$ cat config.mk
export PLATFORM = sky130hd
export DESIGN_NAME = preemptive_priority_task_scheduler
export DESIGN_NICKNAME = d
export VERILOG_FILES = /design/src/sv/ppts_pkg.sv /design/src/sv/ppts_cell.sv /design/src/sv/preemptive_priority_task_scheduler.sv
export SDC_FILE = /design/constraint.sdc
export NUM_CORES = 2
export LEC_CHECK = 0
export ABC_AREA = 0
export BUFFER_PORTS_ARGS = -buffer_cell sky130_fd_sc_hd__clkbuf_2
export CAP_MARGIN = 25
export CORE_ASPECT_RATIO = 0.5
export CORE_MARGIN = 2
export CORE_UTILIZATION = 28
export DETAILED_ROUTE_END_ITERATION = 7
export SETUP_SLACK_MARGIN = 0.2
export SLEW_MARGIN = 30
export SYNTH_ARGS = -nofsm -noshare
export SYNTH_HDL_FRONTEND = slang
export SYNTH_HIERARCHICAL = 1
export SYNTH_SLANG_ARGS = --single-unit
$ cat constraint.sdc
create_clock -name i_clk -period 7.8 [get_ports i_clk]
set_clock_uncertainty 0.2 [all_clocks]
set_input_delay 0.78 -clock i_clk [delete_from_list [all_inputs] [get_ports i_clk]]
set_output_delay 0.78 -clock i_clk [all_outputs]
set_load 0.05 [all_outputs]
$ cat src/sv/ppts_pkg.sv
package ppts_pkg;

    // default size of the task table
    localparam int unsigned NUM_TASKS_DEF = 16;
    // slot index carried along the chain, wide enough for the largest table (256)
    localparam int unsigned SLOT_IDX_W = 8;

    localparam logic CMD_LOAD = 1'b0;
    localparam logic CMD_TICK = 1'b1;

    typedef struct packed {
        logic        cmd;
        logic [3:0]  slot;
        logic [15:0] arrival_time;
        logic [15:0] burst_time;
        logic [7:0]  priority_req;
    } t_in_word;

    typedef struct packed {
        logic        ran_valid;
        logic [3:0]  ran_slot;
        logic        finished;
        logic [31:0] completion_time;
        logic [31:0] turnaround_time;
        logic [31:0] waiting_time;
        logic        all_done;
        logic [31:0] now_time;
    } t_out_word;

    // best candidate so far, handed from cell to cell during a tick scan
    typedef struct packed {
        logic                  found;
        logic [7:0]            urg;
        logic [SLOT_IDX_W-1:0] slot;
        logic [15:0]           arrival;
        logic [15:0]           burst;
        logic [15:0]           remaining;
        logic [1:0]            busy_cnt;   // busy slots seen, saturates at 2
    } t_cand;

endpackage

$ cat src/sv/ppts_cell.sv
module ppts_cell #(
    parameter int unsigned IDX = 0
) (
    input  logic                 i_clk,
    input  logic                 i_rst_n,
    input  logic                 i_we,
    input  ppts_pkg::t_in_word   i_word,
    input  logic                 i_dec,
    input  logic [31:0]          i_time,
    input  logic                 i_vld,
    input  ppts_pkg::t_cand      i_cand,
    output logic                 o_vld,
    output ppts_pkg::t_cand      o_cand
);

    logic [15:0]     r_arr;
    logic [15:0]     r_bst;
    logic [7:0]      r_urg;
    logic [15:0]     r_rem;
    logic            r_vld;
    ppts_pkg::t_cand r_cand;
    ppts_pkg::t_cand n_cand;

    logic rem_nz;
    logic eligible;
    logic win;

    assign rem_nz   = (r_rem != 16'd0);
    assign eligible = rem_nz && ({16'd0, r_arr} <= i_time);
    // strict less-than keeps the earlier (lower) slot on a tie
    assign win      = eligible && (!i_cand.found || (r_urg < i_cand.urg));

    always_comb begin
        n_cand = i_cand;
        if (win) begin
            n_cand.found     = 1'b1;
            n_cand.urg       = r_urg;
            n_cand.slot      = ppts_pkg::SLOT_IDX_W'(IDX);
            n_cand.arrival   = r_arr;
            n_cand.burst     = r_bst;
            n_cand.remaining = r_rem;
        end
        n_cand.busy_cnt = (i_cand.busy_cnt == 2'd2) ? 2'd2
                                                    : i_cand.busy_cnt + {1'b0, rem_nz};
    end

    always_ff @(posedge i_clk) begin
        if (!i_rst_n) begin
            r_rem <= 16'd0;
            r_vld <= 1'b0;
        end else begin
            r_vld <= i_vld;
            if (i_we) begin
                r_rem <= i_word.burst_time;
            end else if (i_dec) begin
                r_rem <= r_rem - 16'd1;
            end
        end
    end

    always_ff @(posedge i_clk) begin
        if (i_we) begin
            r_arr <= i_word.arrival_time;
            r_bst <= i_word.burst_time;
            r_urg <= i_word.priority_req;
        end
        r_cand <= n_cand;
    end

    assign o_vld  = r_vld;
    assign o_cand = r_cand;

endmodule

$ cat src/sv/preemptive_priority_task_scheduler.sv
// Preemptive priority task scheduler. A word is taken when i_start is high and
// o_busy is low. A load word (cmd = load) writes one task slot and o_busy
// stays low; it produces no result. A tick word scans the task table through
// a chain of NUM_TASKS cells, one cell per cycle, then updates the picked slot
// and the time counter and then forms the result. The result appears on
// o_result for exactly one cycle with o_done high and cannot be held off, so
// the receiver must take it in that cycle; o_busy drops in the same cycle, so
// the next word may follow at once. Loads to a slot beyond the table are
// dropped. Reset is synchronous and active low.
module preemptive_priority_task_scheduler #(
    parameter int unsigned NUM_TASKS = ppts_pkg::NUM_TASKS_DEF
) (
    input  logic                 i_clk,
    input  logic                 i_rst_n,
    input  logic                 i_start,
    input  ppts_pkg::t_in_word   i_word,
    output logic                 o_busy,
    output logic                 o_done,
    output ppts_pkg::t_out_word  o_result
);

    typedef enum logic [1:0] {
        S_IDLE,
        S_SCAN,
        S_CALC
    } t_state;

    t_state r_state;
    logic   r_busy;

    logic [31:0]                     r_time;
    logic [31:0]                     n_time;
    logic                            r_found;
    logic [ppts_pkg::SLOT_IDX_W-1:0] r_slot;
    logic                            r_fin;
    logic [31:0]                     r_turn;
    logic [15:0]                     r_bst;
    logic                            r_alld;

    logic                            accept;
    logic                            tick_go;
    logic                            load_go;
    logic                            fin_now;
    logic [31:0]                     wait_val;

    logic                            w_vld  [NUM_TASKS+1];
    ppts_pkg::t_cand                 w_cand [NUM_TASKS+1];
    logic [NUM_TASKS-1:0]            w_vld_vec;
    ppts_pkg::t_cand                 w_last;
    logic                            w_last_vld;

    assign accept  = i_start && !r_busy;
    assign tick_go = accept && (i_word.cmd == ppts_pkg::CMD_TICK);
    assign load_go = accept && (i_word.cmd == ppts_pkg::CMD_LOAD);

    assign w_vld[0]  = tick_go;
    assign w_cand[0] = '0;

    genvar k;
    generate
        for (k = 0; k < NUM_TASKS; k++) begin : g_cell
            logic cell_we;
            logic cell_dec;
            assign cell_we  = load_go &&
                (ppts_pkg::SLOT_IDX_W'(i_word.slot) == ppts_pkg::SLOT_IDX_W'(k));
            assign cell_dec = w_last_vld && w_last.found &&
                (w_last.slot == ppts_pkg::SLOT_IDX_W'(k));
            assign w_vld_vec[k] = w_vld[k+1];

            ppts_cell #(
                .IDX (k)
            ) u_cell (
                .i_clk   (i_clk),
                .i_rst_n (i_rst_n),
                .i_we    (cell_we),
                .i_word  (i_word),
                .i_dec   (cell_dec),
                .i_time  (r_time),
                .i_vld   (w_vld[k]),
                .i_cand  (w_cand[k]),
                .o_vld   (w_vld[k+1]),
                .o_cand  (w_cand[k+1])
            );
        end
    endgenerate

    assign w_last     = w_cand[NUM_TASKS];
    assign w_last_vld = w_vld[NUM_TASKS];

    assign n_time   = (r_time != 32'hFFFF_FFFF) ? r_time + 32'd1 : r_time;
    assign fin_now  = w_last.found && (w_last.remaining == 16'd1);
    assign wait_val = (r_turn >= {16'd0, r_bst}) ? r_turn - {16'd0, r_bst} : 32'd0;

    always_ff @(posedge i_clk) begin
        if (!i_rst_n) begin
            r_state <= S_IDLE;
            r_busy  <= 1'b0;
            r_time  <= 32'd0;
            o_done  <= 1'b0;
        end else begin
            o_done <= 1'b0;
            case (r_state)
                S_IDLE: begin
                    if (tick_go) begin
                        r_state <= S_SCAN;
                        r_busy  <= 1'b1;
                    end
                end
                S_SCAN: begin
                    if (w_last_vld) begin
                        r_state <= S_CALC;
                        r_time  <= n_time;
                    end
                end
                S_CALC: begin
                    r_state <= S_IDLE;
                    r_busy  <= 1'b0;
                    o_done  <= 1'b1;
                end
                default: begin
                    r_state <= S_IDLE;
                    r_busy  <= 1'b0;
                end
            endcase
        end
    end

    // payload of the update and output stages
    always_ff @(posedge i_clk) begin
        if (w_last_vld) begin
            r_found <= w_last.found;
            r_slot  <= w_last.slot;
            r_fin   <= fin_now;
            r_turn  <= n_time - {16'd0, w_last.arrival};
            r_bst   <= w_last.burst;
            // the finishing slot drops out of the busy count
            r_alld  <= !(w_last.busy_cnt[1] || ((w_last.busy_cnt == 2'd1) && !fin_now));
        end
        if (r_state == S_CALC) begin
            o_result.ran_valid       <= r_found;
            o_result.ran_slot        <= r_found ? r_slot[3:0] : 4'd0;
            o_result.finished        <= r_fin;
            o_result.completion_time <= r_fin ? r_time : 32'd0;
            o_result.turnaround_time <= r_fin ? r_turn : 32'd0;
            o_result.waiting_time    <= r_fin ? wait_val : 32'd0;
            o_result.all_done        <= r_alld;
            o_result.now_time        <= r_time;
        end
    end

    assign o_busy = r_busy;

`ifndef NO_ASSERTIONS
    a_one_token: assert property (@(posedge i_clk) disable iff (!i_rst_n)
        $countones(w_vld_vec) <= 1)
        else $error("more than one scan token in the cell chain");

    a_idle_empty: assert property (@(posedge i_clk) disable iff (!i_rst_n)
        !o_busy |-> (w_vld_vec == '0))
        else $error("scan token present while not busy");

    a_done_after_calc: assert property (@(posedge i_clk) disable iff (!i_rst_n)
        $rose(o_done) |-> $past(r_state == S_CALC))
        else $error("result strobe without an output stage");

    a_time_monotonic: assert property (@(posedge i_clk) disable iff (!i_rst_n)
        $past(i_rst_n) |-> (r_time >= $past(r_time)))
        else $error("time counter went backward");

    a_fin_ran: assert property (@(posedge i_clk) disable iff (!i_rst_n)
        (o_done && o_result.finished) |-> (o_result.ran_valid && !$past(o_done)))
        else $error("completion reported without a running task");
`endif

endmodule
==> summary.md <==
| Metric | Value |
|---|---|
| H-tree depth | `4` |
| Number of placed I/O pins | `185` |
| Number of pins with negative max-slew slack in the final report | `0` |
| Setup CP Type | `reg2reg` |
| Worst min-delay path startpoint | `g_cell[2].u_cell/o_cand[51]` |
| Max capacitance violation total | `0` |
| Combined area of the multi-input logic cells | `37,190 sq um` |
| First-pass GRT wire length | `306,900 um` |
| Static leakage power | `40.44 nW` |
| Number of fillers in the final layout | `32,240` |
| Clk root buf | `sky130_fd_sc_hd__clkbuf_16` |
| Min Clock Period, post-route | `5.643 ns` |
| Post-route DRC violation count | `0` |
| Count of hold buffers inserted by post-cts repair | `0` |
| CTS sink count | `2,202` |
| Sum of routed wire length over all layers | `201,300 um` |
| Clock buffer count from CTS | `217` |
| Largest net degree at the start of global routing | `197` |
| IO buf count | `184` |
| Sum of buffers and inverters on the critical path | `0` |
| Die footprint | `334,800 sq um` |
| Final setup violating endpoints | `0` |
| Pre-CTS setup slack | `2.140 ns` |
| Crit path required time | `8.20 ns` |
| Average wire per standard cell | `16.70 um` |
| Number of DRC markers in iteration 0 | `2,922` |
| Max Root-Sink Buffers | `3` |
| Placement Rows | `149` |
| Total power | `0.02600 W` |
| Core Footprint | `329,000 sq um` |
| Floorplan die height | `410.2 um` |
| Peak supply drop | `0.2515 mV` |
| CP top delay family | `simple AND/OR/NAND/NOR gates` |
| Class of the tightest hold or removal check | `reg2reg` |
| Mean Syn Cell Area | `12.96 sq um` |
| M1 GR Usage | `0.1502` |
| Largest stage delay, worst path | `0.87 ns` |
| Crit path from | `r_time[19]` |
| Crit end category | `flip-flop` |
| Arrival time of data at the critical path endpoint | `6.04 ns` |
| Weighted congestion at the end of routability-driven global placement | `0.8294` |
| Buffers inserted during post-CTS setup optimization | `0` |
| Dpl hpwl | `143,200 um` |
| Area growth from synthesis to layout | `14.93%` |
| Global route overflow | `0` |
| Origin of the critical flop-to-flop path | `r_time[19]` |
| Clock edge transition at the registers on the reported setup and hold paths | `0.06 ns` |
| Kind of launch point of the worst setup path | `flip-flop` |
| Summed negative setup slack over all endpoints | `0 ns` |
| Cell count after synthesis | `7,126` |
| Global route hottest layer | `met2` |
| Ratio of total power to cell area | `244.8 nW/um^2` |
| Run status | `finished clean` |
| Initial antenna violation count | `16` |
| Die width | `816.3 um` |
| Ratio of cells with drive above 1 in the final layout | `0.2158` |
| Worst max-slew margin expressed relative to the limit | `0.3374` |
| Antenna-violating nets left | `0` |
| FMAX | `177.2 MHz` |
| Clock latency at the later pin of the worst-skew pair | `0.85 ns` |
| Total global-route track usage | `0.1162` |
| Post-Synthesis Cell Area | `92,390 sq um` |
| Global-route track usage on met2 | `0.1958` |
| Number of detailed-routing iterations run before antenna repair | `5` |
| Net count, final | `7,957` |
| Number of global-route vias before repair | `51,910` |
| Clock tree from TritonCTS | `done` |
| Initial Util | `0.2808` |
| Final critical-path setup slack | `2.157 ns` |
| Most used cell along the critical path | `sky130_fd_sc_hd__nand3_1` |
| Largest driver fanout on the critical path | `26` |
| Total area of sequential cells | `52,400 sq um` |
| Share of the cycle needed by the critical path after routing | `0.7235` |
| Total number of vias | `51,830` |
| Number of warning messages in the yosys log | `6` |
| Slew of the pin with the lowest slew margin | `0.9939 ns` |
| Met3 usage in global routing | `0.01539` |
| Final hold violation count | `0` |
| Setup repair after global routing missed its margin | `false` |
| Crit path max-delay cell type | `sky130_fd_sc_hd__dfxtp_1` |
| Drt via density | `4.301` |
| Series of cell instances along the critical path | `nand3_1, or2_2, nor4_1, nor2_1, and3_1, nand3_1, nor2_1, xor2_1, ha_1, a21o_1, a21o_1, a21oi_1, nand3_1, o22ai_1, nand4_4, nor4_4, xnor2_1` |
| Total of cells resized after clock tree synthesis | `0` |
## routing by layer
metal / share of wire / wire length, um
met1: 0.46 / 92580
met5: 0 / 0
met3: 0.032 / 6363
met4: 0.042 / 8436
met2: 0.47 / 93900
## worst reg2reg max path, stage by stage (launching register included)
cell and delay [ns]:
sky130_fd_sc_hd__dfxtp_1 0.87, sky130_fd_sc_hd__nand3_1 0.45, sky130_fd_sc_hd__or2_2 0.47, sky130_fd_sc_hd__nor4_1 0.49, sky130_fd_sc_hd__nor2_1 0.16, sky130_fd_sc_hd__and3_1 0.26, sky130_fd_sc_hd__nand3_1 0.15, sky130_fd_sc_hd__nor2_1 0.08
sky130_fd_sc_hd__xor2_1 0.15, sky130_fd_sc_hd__ha_1 0.38, sky130_fd_sc_hd__a21o_1 0.21, sky130_fd_sc_hd__a21o_1 0.17, sky130_fd_sc_hd__a21oi_1 0.14, sky130_fd_sc_hd__nand3_1 0.17, sky130_fd_sc_hd__o22ai_1 0.43, sky130_fd_sc_hd__nand4_4 0.23
sky130_fd_sc_hd__nor4_4 0.33, sky130_fd_sc_hd__xnor2_1 0.09
## cell usage in the layout, fill, tap and decap left out, types with 19 or more instances in the layout
master                      count
sky130_fd_sc_hd__dfxtp_1     1368
sky130_fd_sc_hd__edfxtp_1     830
sky130_fd_sc_hd__mux2_4       825
sky130_fd_sc_hd__inv_1        460
sky130_fd_sc_hd__ha_1         433
sky130_fd_sc_hd__nand2_1      393
sky130_fd_sc_hd__and2_1       349
sky130_fd_sc_hd__o21ai_0      284
sky130_fd_sc_hd__xnor2_1      247
sky130_fd_sc_hd__clkbuf_16    223
sky130_fd_sc_hd__a21oi_1      202
sky130_fd_sc_hd__nor2_1       195
sky130_fd_sc_hd__clkbuf_2     179
sky130_fd_sc_hd__nor2b_1      136
sky130_fd_sc_hd__nand3_1      109
sky130_fd_sc_hd__nor4_1       108
sky130_fd_sc_hd__nor3_1        98
sky130_fd_sc_hd__xor2_1        88
sky130_fd_sc_hd__conb_1        81
sky130_fd_sc_hd__buf_4         80
sky130_fd_sc_hd__nand4_1       79
sky130_fd_sc_hd__mux2_2        63
sky130_fd_sc_hd__or3b_1        48
sky130_fd_sc_hd__clkbuf_1      47
sky130_fd_sc_hd__a21o_1        42
sky130_fd_sc_hd__o21a_1        41
sky130_fd_sc_hd__or3_1         38
sky130_fd_sc_hd__clkbuf_8      38
sky130_fd_sc_hd__or4_1         36
sky130_fd_sc_hd__o21ai_1       36
sky130_fd_sc_hd__clkinv_2      35
sky130_fd_sc_hd__bufinv_16     31
sky130_fd_sc_hd__or2_1         29
sky130_fd_sc_hd__nand2b_1      28
sky130_fd_sc_hd__a211oi_1      27
sky130_fd_sc_hd__a21boi_0      24
sky130_fd_sc_hd__o211ai_1      21
sky130_fd_sc_hd__a2111oi_0     19
## through the flow
stage	utilization	area, sq um	hold slack, ns	instances
floorplan	-	92690	0.1855	7206
global placement	0.2988	98330	0.1893	11630
detailed placement	0.2990	98400	0.1913	11630
CTS	0.3225	106100	0.1922	12050
global route	0.3227	106200	0.2119	12050
finish	0.3227	106200	0.1974	12050
## path summary, 6_finish.rpt
check        depth (start not counted)  slack [ns]                     endpoint
max reg2reg                         17        2.16                   r_turn[29]
min reg2reg                          1        0.20  g_cell[3].u_cell/o_cand[51]
max                                 17        2.16                   r_turn[29]
min                                  1        0.20  g_cell[3].u_cell/o_cand[51]
## cell type report
class	instances	area share
clock inverter	105	0.01355
tap	4379	0.05160
multi-input combinational	4324	0.3502
inverter	460	0.01626
sequential	2202	0.4935
clock buffer	308	0.05914
antenna	3	0.00007070
timing repair buffer	269	0.01571
## power by group
part / leakage, nW / internal [W] / switching (W)
sequential: 19.0 / 0.0128 / 0.000330
clock: 3.79 / 0.00664 / 0.00440
combinational: 17.7 / 0.00112 / 0.000720
total: 40.4 / 0.0205 / 0.00545
## flip-flops by register name, indices dropped and copies added, names as in the netlist, 4 cells and up
register              count
r_turn                   32
g_cell.u_cell/r_urg     128
g_cell.u_cell/o_vld      16
g_cell.u_cell/r_bst     256
g_cell.u_cell/r_arr     256
r_bst                    16
g_cell.u_cell/o_cand   1064
r_time                   32
g_cell.u_cell/r_rem     256
o_result                135
r_slot                    4
(Power assumes the default switching activity.)
